### config.mk
export PLATFORM = sky130hd
export DESIGN_NAME = grms_ctrl
export DESIGN_NICKNAME = d
export VERILOG_FILES = /design/src/rtl/assert_macros.svh /design/src/rtl/grms_pkg.sv /design/src/rtl/grms_ctrl.sv
export SDC_FILE = /design/constraint.sdc
export NUM_CORES = 1
export LEC_CHECK = 0
export ABC_AREA = 1
export ABC_CLOCK_PERIOD_IN_PS = 2000
export BUFFER_PORTS_ARGS = -buffer_cell sky130_fd_sc_hd__buf_2
export CAP_MARGIN = 25
export CORE_MARGIN = 10
export CORE_UTILIZATION = 39
export CTS_CLUSTER_DIAMETER = 80
export DETAILED_ROUTE_END_ITERATION = 10
export GPL_TIMING_DRIVEN = 0
export PLACE_DENSITY_LB_ADDON = 0.1
export SYNTH_ARGS = -nofsm -noshare
export SYNTH_HDL_FRONTEND = slang
export SYNTH_SLANG_ARGS = --single-unit
### constraint.sdc
create_clock -name clk -period 2 [get_ports clk]
set_input_delay 0.1 -clock clk [delete_from_list [all_inputs] [get_ports clk]]
set_output_delay 0.1 -clock clk [all_outputs]
set_load 0.005 [all_outputs]
### src/rtl/assert_macros.svh
// assertion helpers, sampled on clk and off while rst_n is low
`ifndef ASSERT_MACROS_SVH
`define ASSERT_MACROS_SVH

// property that holds in the same cycle as its condition
`define ASSERT_AT(label, ante, cons, msg) \
    label: assert property (@(posedge clk) disable iff (!rst_n) (ante) |-> (cons)) \
        else $error(msg);

// property that holds in the cycle after its condition
`define ASSERT_NEXT(label, ante, cons, msg) \
    label: assert property (@(posedge clk) disable iff (!rst_n) (ante) |=> (cons)) \
        else $error(msg);

`endif

### src/rtl/grms_pkg.sv
`timescale 1ns / 1ps

package grms_pkg;

    localparam int TRIALS_DEF = 16;
    localparam int SUM_W      = 50;
    localparam int CNT_W      = 16;
    localparam int VAL_W      = 17;
    localparam int SQ_W       = 2 * VAL_W;

    localparam logic [CNT_W-1:0] CNT_MAX = {CNT_W{1'b1}};

    localparam logic REQ_SAMPLE = 1'b0;
    localparam logic REQ_FINISH = 1'b1;

    localparam logic [1:0] KIND_RMS  = 2'd0;
    localparam logic [1:0] KIND_MEAN = 2'd1;
    localparam logic [1:0] KIND_STD  = 2'd2;

    localparam logic [1:0] SRC_TRIAL = 2'd0;
    localparam logic [1:0] SRC_MEAN  = 2'd1;
    localparam logic [1:0] SRC_STD   = 2'd2;

    typedef struct packed {
        logic       capture;
        logic       rd_idx;
        logic       sample_rd;
        logic       sample_wr;
        logic       div_start;
        logic [1:0] div_src;
        logic       sqrt_start;
        logic       acc_r;
        logic       acc_q;
        logic       std_mul;
        logic       std_sub;
        logic       emit;
        logic [1:0] emit_kind;
        logic       emit_few;
        logic       emit_last;
        logic       clear;
        logic       idx_inc;
    } cmd_t;

    typedef struct packed {
        logic out_busy;
        logic rd_vld;
        logic div_busy;
        logic sqrt_busy;
        logic idx_last;
        logic n_zero;
        logic n_small;
    } stat_t;

endpackage

### src/rtl/grms_ctrl.sv
`timescale 1ns / 1ps

module grms_ctrl
    import grms_pkg::*;
(
    input  logic  clk,
    input  logic  rst_n,
    input  logic  req_valid,
    output logic  req_ready,
    input  logic  req_type,
    input  stat_t stat,
    output cmd_t  cmd
);

    localparam logic [4:0] ST_IDLE   = 5'd0;
    localparam logic [4:0] ST_S_RD   = 5'd1;
    localparam logic [4:0] ST_S_UPD  = 5'd2;
    localparam logic [4:0] ST_F_RD   = 5'd3;
    localparam logic [4:0] ST_F_CHK  = 5'd4;
    localparam logic [4:0] ST_F_DIV  = 5'd5;
    localparam logic [4:0] ST_F_SQRT = 5'd6;
    localparam logic [4:0] ST_F_ACC  = 5'd7;
    localparam logic [4:0] ST_F_EMIT = 5'd8;
    localparam logic [4:0] ST_M_CHK  = 5'd9;
    localparam logic [4:0] ST_M_DIV  = 5'd10;
    localparam logic [4:0] ST_M_EMIT = 5'd11;
    localparam logic [4:0] ST_T_MUL  = 5'd12;
    localparam logic [4:0] ST_T_SUB  = 5'd13;
    localparam logic [4:0] ST_T_DST  = 5'd14;
    localparam logic [4:0] ST_T_DIV  = 5'd15;
    localparam logic [4:0] ST_T_SQRT = 5'd16;
    localparam logic [4:0] ST_T_EMIT = 5'd17;
    localparam logic [4:0] ST_CLR    = 5'd18;

    logic [4:0] state_reg;
    logic [4:0] state_next;

    assign req_ready = (state_reg == ST_IDLE);

    always_comb
    begin
        cmd        = '0;
        state_next = state_reg;
        case (state_reg)
            ST_IDLE:
            begin
                if (req_valid)
                begin
                    cmd.capture = 1'b1;
                    state_next  = (req_type == REQ_FINISH) ? ST_F_RD : ST_S_RD;
                end
            end
            ST_S_RD:
            begin
                cmd.sample_rd = 1'b1;
                state_next    = ST_S_UPD;
            end
            ST_S_UPD:
            begin
                cmd.sample_wr = 1'b1;
                state_next    = ST_IDLE;
            end
            ST_F_RD:
            begin
                cmd.rd_idx = 1'b1;
                state_next = ST_F_CHK;
            end
            ST_F_CHK:
            begin
                if (stat.rd_vld)
                begin
                    cmd.div_start = 1'b1;
                    cmd.div_src   = SRC_TRIAL;
                    state_next    = ST_F_DIV;
                end
                else if (stat.idx_last)
                begin
                    state_next = ST_M_CHK;
                end
                else
                begin
                    cmd.idx_inc = 1'b1;
                    state_next  = ST_F_RD;
                end
            end
            ST_F_DIV:
            begin
                if (!stat.div_busy)
                begin
                    cmd.sqrt_start = 1'b1;
                    state_next     = ST_F_SQRT;
                end
            end
            ST_F_SQRT:
            begin
                if (!stat.sqrt_busy)
                begin
                    cmd.acc_r  = 1'b1;
                    state_next = ST_F_ACC;
                end
            end
            ST_F_ACC:
            begin
                cmd.acc_q  = 1'b1;
                state_next = ST_F_EMIT;
            end
            ST_F_EMIT:
            begin
                if (!stat.out_busy)
                begin
                    cmd.emit      = 1'b1;
                    cmd.emit_kind = KIND_RMS;
                    if (stat.idx_last)
                    begin
                        state_next = ST_M_CHK;
                    end
                    else
                    begin
                        cmd.idx_inc = 1'b1;
                        state_next  = ST_F_RD;
                    end
                end
            end
            ST_M_CHK:
            begin
                if (stat.n_zero)
                begin
                    state_next = ST_M_EMIT;
                end
                else
                begin
                    cmd.div_start = 1'b1;
                    cmd.div_src   = SRC_MEAN;
                    state_next    = ST_M_DIV;
                end
            end
            ST_M_DIV:
            begin
                if (!stat.div_busy)
                begin
                    state_next = ST_M_EMIT;
                end
            end
            ST_M_EMIT:
            begin
                if (!stat.out_busy)
                begin
                    cmd.emit      = 1'b1;
                    cmd.emit_kind = KIND_MEAN;
                    cmd.emit_few  = stat.n_zero;
                    state_next    = stat.n_small ? ST_T_EMIT : ST_T_MUL;
                end
            end
            ST_T_MUL:
            begin
                cmd.std_mul = 1'b1;
                state_next  = ST_T_SUB;
            end
            ST_T_SUB:
            begin
                cmd.std_sub = 1'b1;
                state_next  = ST_T_DST;
            end
            ST_T_DST:
            begin
                cmd.div_start = 1'b1;
                cmd.div_src   = SRC_STD;
                state_next    = ST_T_DIV;
            end
            ST_T_DIV:
            begin
                if (!stat.div_busy)
                begin
                    cmd.sqrt_start = 1'b1;
                    state_next     = ST_T_SQRT;
                end
            end
            ST_T_SQRT:
            begin
                if (!stat.sqrt_busy)
                begin
                    state_next = ST_T_EMIT;
                end
            end
            ST_T_EMIT:
            begin
                if (!stat.out_busy)
                begin
                    cmd.emit      = 1'b1;
                    cmd.emit_kind = KIND_STD;
                    cmd.emit_few  = stat.n_small;
                    cmd.emit_last = 1'b1;
                    state_next    = ST_CLR;
                end
            end
            ST_CLR:
            begin
                cmd.clear  = 1'b1;
                state_next = ST_IDLE;
            end
            default:
            begin
                state_next = ST_IDLE;
            end
        endcase
    end

    always_ff @(posedge clk or negedge rst_n)
    begin
        if (!rst_n)
        begin
            state_reg <= ST_IDLE;
        end
        else
        begin
            state_reg <= state_next;
        end
    end

endmodule

-- Word level (Yosys, flattened, before mapping)
Index checks and enable logic that the tools add are counted.
- reduce and logical (&&, ||, !) cells: 3
- eq/ne operators: 27
- mux-type cells: 41
- operators with widths (operator ; number):
    $pmux 5 s17 ; 1
    $mux 5 ; 12
    $eq 5x4->1 const B ; 8
    $eq 5x3->1 const B ; 4
    $mux 1 ; 18
    $ne 2x2->1 const B ; 9
    $pmux 3 s3 ; 2
    $eq 5x5->1 const B ; 3
    $eq 5x2->1 const B ; 2
    $mux 3 ; 3
    $reduce_and 9->1 ; 1
    $mux 4 ; 2
    $eq 5x1->1 const B ; 1
    $logic_not 5->1 ; 1
    $pmux 1 s2 ; 2
    $mux 2 ; 1
    $reduce_or 2->1 ; 1
- output and inout port bits: 20
- input port bits: 11
- register bits after elaboration: 5
- word-level logic and storage cells: 72

-- Depth between registers and ports, before layout
- depth after elaboration: 3
- depth in mapped cells: 11
- mapped depth without buffers: 10

-- Worst setup path after synthesis
No wires, ideal clock.
- path kind: register to register
- start: reg state_reg[0]
- end: reg state_reg[0]
- buffers on the path: 0
- clock period less this slack: 1325 ps
- path slack: 675 ps
- required time: 1884 ps
- setup time: 116 ps
- arrival time: 1208 ps
- cell stages (with the launch flop): 9
- cells stage by stage: dfrtp_1 -> nor2_1 -> nand3_1 -> nand3_2 -> nand2_2 -> nand2_1 -> nor2_2 -> nand2_1 -> nand2_1
- word-level cells in the longest chain between the ends: 3
- elaborated cells between the ends (all ways): 28
- those cells by class: eq/ne (25); mux (1); reduce/logical (2)
- ends and longest elaborated chain (item ; line ; text):
    start: declaration ; grms_ctrl.sv:35 ; logic [4:0] state_reg;
    start signal: assignment ; grms_ctrl.sv:216 ; state_reg <= state_next;
    $eq 5x4->1 (tied with other cells) ; grms_ctrl.sv:44 ; case (state_reg)
    $ne 2x2->1 (no line) ; - ;
    $reduce_and 9->1 (no line) ; - ;
Several ways; a longest one is shown, not always the timed one.
A chain may end at the register's enable or synchronous reset.

==> key figures <==
Floorplan
  • Vertical die dimension: 64.2 um
  • Effective utilization at floorplan: 0.427
  • Die W: 64.2 um
  • Standard cell core area: 1780 sq um
  • Number of rows in the core area: 15
  • Boundary Pins: 31
  • DIE AREA: 4120 sq um

Drt
  • Via density per instance: 4.80
  • Drt drc: 0
  • Remaining antenna violation count: 0
  • Detailed-router iteration count before antenna repair: 4
  • Iteration-0 DRC count of the detailed router: 31
  • Final WL: 2380 um
  • Vias post-DR: 946
  • Drt wl/cell: 12.1 um

Critical path
  • Buffers and inverters on the worst path: 2
  • Critical path's slowest cell: sky130_fd_sc_hd__dfrtp_1
  • CP Cell Sequence: nor2_1, inv_2, nor3_1, or3_1, buf_2
  • Type of element capturing the critical path: output port
  • Crit Path Max Fanout: 6
  • Cell family contributing the most delay on the critical path: simple AND/OR/NAND/NOR gates
  • Critical setup path kind: flip-flop to output port
  • Data arrival time of the worst path: 1650 ps
  • Sort of element at the start of the critical path: flip-flop
  • Largest stage delay, worst path: 430 ps
  • Critical path required time: 1900 ps

Placed design
  • Placed Cells: 192
  • Count of input and output buffers: 30
  • Placer congestion estimate: 0.867
  • Total half-perimeter wirelength after legalization and detailed placement: 1980 um
  • Area of placed instances: 943 sq um

Layout
  • Final instance area: 980 sq um
  • Layout overhead on the synthesized area: 28.6%
  • Number of filler instances in the final layout: 211
  • Antenna cell count: 0
  • Layout Nets: 184
  • Final design utilization: 0.549
  • Cell Count, Final, Fillers Out: 197
  • Number of flip-flops in the largest register: 5
  • Share of post-route cells with drive strength above 1: 0.331

Timing
  • Final hold violations: 0
  • Achievable Freq: 571 MHz
  • Fin crit period: 1750 ps
  • Endpoints failing setup: 0
  • Worst relative slew slack: 0.722
  • Transition at the pin with the smallest max-transition slack: 416 ps
  • Tcrit/Tclk final: 0.876
  • Final sum of negative setup slack: 0 ps
  • Fin Clk Skew: 4.68 ps
  • Fin. max-slew vios: 0
  • Setup repair after global routing missed its margin: no

Synthesis
  • Post-Synthesis Cell Area: 762 sq um
  • Simple-gate area share of the yosys netlist: 0.637
  • Post-synthesis cell count: 137
  • Largest family of logic cells by synthesized area: simple AND/OR/NAND/NOR gates
  • Top cell type by total area after synthesis: sky130_fd_sc_hd__nand2_1
  • Sequential share of the synthesized area: 0.164
  • Proportion of register bits with asynchronous set or reset after synthesis: 1.00
  • Adder-Cell Fraction of Synth Area: 0
  • Multiplexer share of the synthesized area: 0
  • Share of the synthesized area in the top cell type: 0.187
  • Register bit total from synthesis: 5
  • Dominant cell by count in the synthesized netlist: sky130_fd_sc_hd__nand2_1
  • Xor/xnor cell area share of the yosys netlist: 0
  • EDFF count, synth: 0
  • Commonest register cell after synthesis: sky130_fd_sc_hd__dfrtp_1
  • Synth unique cells: 20
  • Largest cells by area after synthesis: sky130_fd_sc_hd__nand2_1 (19%), sky130_fd_sc_hd__dfrtp_1 (16%), sky130_fd_sc_hd__nand3_1 (11%)
  • Compound-cell area share of the yosys netlist: 0.0345
  • Top cells by instance count after synthesis: sky130_fd_sc_hd__nand2_1 (38), sky130_fd_sc_hd__inv_1 (20), sky130_fd_sc_hd__nor2_1 (20), sky130_fd_sc_hd__nand3_1 (17)
  • Average instance area after synthesis: 5.56 sq um
  • Post-Synthesis Net Count: 148
  • Yosys warning count: 0

Run
  • MaxCap Viol Count: 0

Worst hold path
  • Worst Hold Class: input port to flip-flop

Power and ir drop
  • Largest voltage drop on the vdd net: 610 uV
  • Total leakage power: 0.684 nW
  • Pwr Density: 1100 nW/um^2

Clock network
  • Clk sink count: 5
  • Clock latency on the worst-skew pair: 240 ps
  • Num CTS Buffers: 3
  • Buffers from clock root to sink, at most: 2
  • TritonCTS clock tree: built
  • CTS clk-pin slew, worst paths: 40 ps
  • Number of levels in the clock H-tree: 1
  • Root buffer cell: sky130_fd_sc_hd__clkbuf_4

Global routing
  • Via count of the first global-routing pass: 916
  • Wire length of the first global-routing pass: 4040 um
  • Number of antenna violations at the first check in global routing: 0
  • GR Util All Layers: 0.116
  • Total global routing overflow: 0
  • Largest net degree at the start of global routing: 11

Outcome
  • Result of the run: finished clean
cells by family after synthesis:
| kind of cell | Yosys count |
|---|---|
| buffers and inverters | 26 |
| flip-flops | 5 |
| AND/OR/NAND/NOR | 102 |
| AO/OA/AOI/OAI | 4 |
per-layer routing:
| metal | routed length, um | up-vias | GRT usage |
|---|---|---|---|
| met1 | 1150 | 404 | 0.144 |
| li1 | - | 503 | - |
| met5 | 0 | - | 0 |
| met2 | 1050 | 35 | 0.180 |
| met4 | 23 | 0 | 0.0294 |
| met3 | 159 | 4 | 0.0470 |
worst min-delay path: cells and delay by family:
family                 cells  cell delay, ps
buffers and inverters      1             100
and+or+nand+nor            4             200
cells in the final DEF, fill, tap and decap left out, drive strengths merged:
cell type	instances
nand3b	1
nand2	45
a32o	1
nor2	27
inv	23
nor3b	1
buf	33
nor3	3
o21ai	1
nand3	21
a21oi	1
dfrtp	5
nand4	3
clkbuf	4
o22ai	1
dlygate4sd3	1
or3	1
worst paths after layout:
check / slack [ps] / endpoint / start / depth (start not counted)
max: 250 / cmd[14] / state_reg[0]$_DFFE_PN0P_ / 5
min: 190 / state_reg[3]$_DFFE_PN0P_ / stat[2] / 5
max reg2reg: 390 / state_reg[2]$_DFFE_PN0P_ / state_reg[0]$_DFFE_PN0P_ / 8
min reg2reg: 590 / state_reg[1]$_DFFE_PN0P_ / state_reg[1]$_DFFE_PN0P_ / 2
max in group asynchronous: 1670 / state_reg[1]$_DFFE_PN0P_ / rst_n / 2
min in group asynchronous: 200 / state_reg[2]$_DFFE_PN0P_ / rst_n / 2
metrics by stage:
step / setup slack, ps / total power [mW] / hold WS [ps]
final: 248 / 1.08 / 190
after global routing: 132 / 1.21 / 197
after CTS: 245 / 1.08 / 195
after detailed placement: 423 / 0.957 / -82.4
after global placement: 433 / 0.951 / -85.3
after floorplan: 675 / 0.745 / -196
power by group:
group          internal [mW]  switching (mW)
Combinational          0.276           0.502
Clock                 0.0754          0.0413
Sequential             0.141          0.0388
Total                  0.493           0.582
repair_timing:
action / CTS / global route
hold endpoints to repair: 5 / 0
setup endpoints to repair: 0 / 0
buffers inserted: 0 / 0
gates resized for setup: 0 / 0
hold buffers: 1 / 0
area by class of cell:
class	count	area, sq um	area share
multi-input combinational	106	512	0.522
timing repair buffer	31	160	0.163
sequential	5	125	0.128
inverter	23	91.3	0.0932
buffer	3	33.8	0.0345
tap	25	31.3	0.0319
clock buffer	4	26.3	0.0268
(Power assumes the default switching activity.)
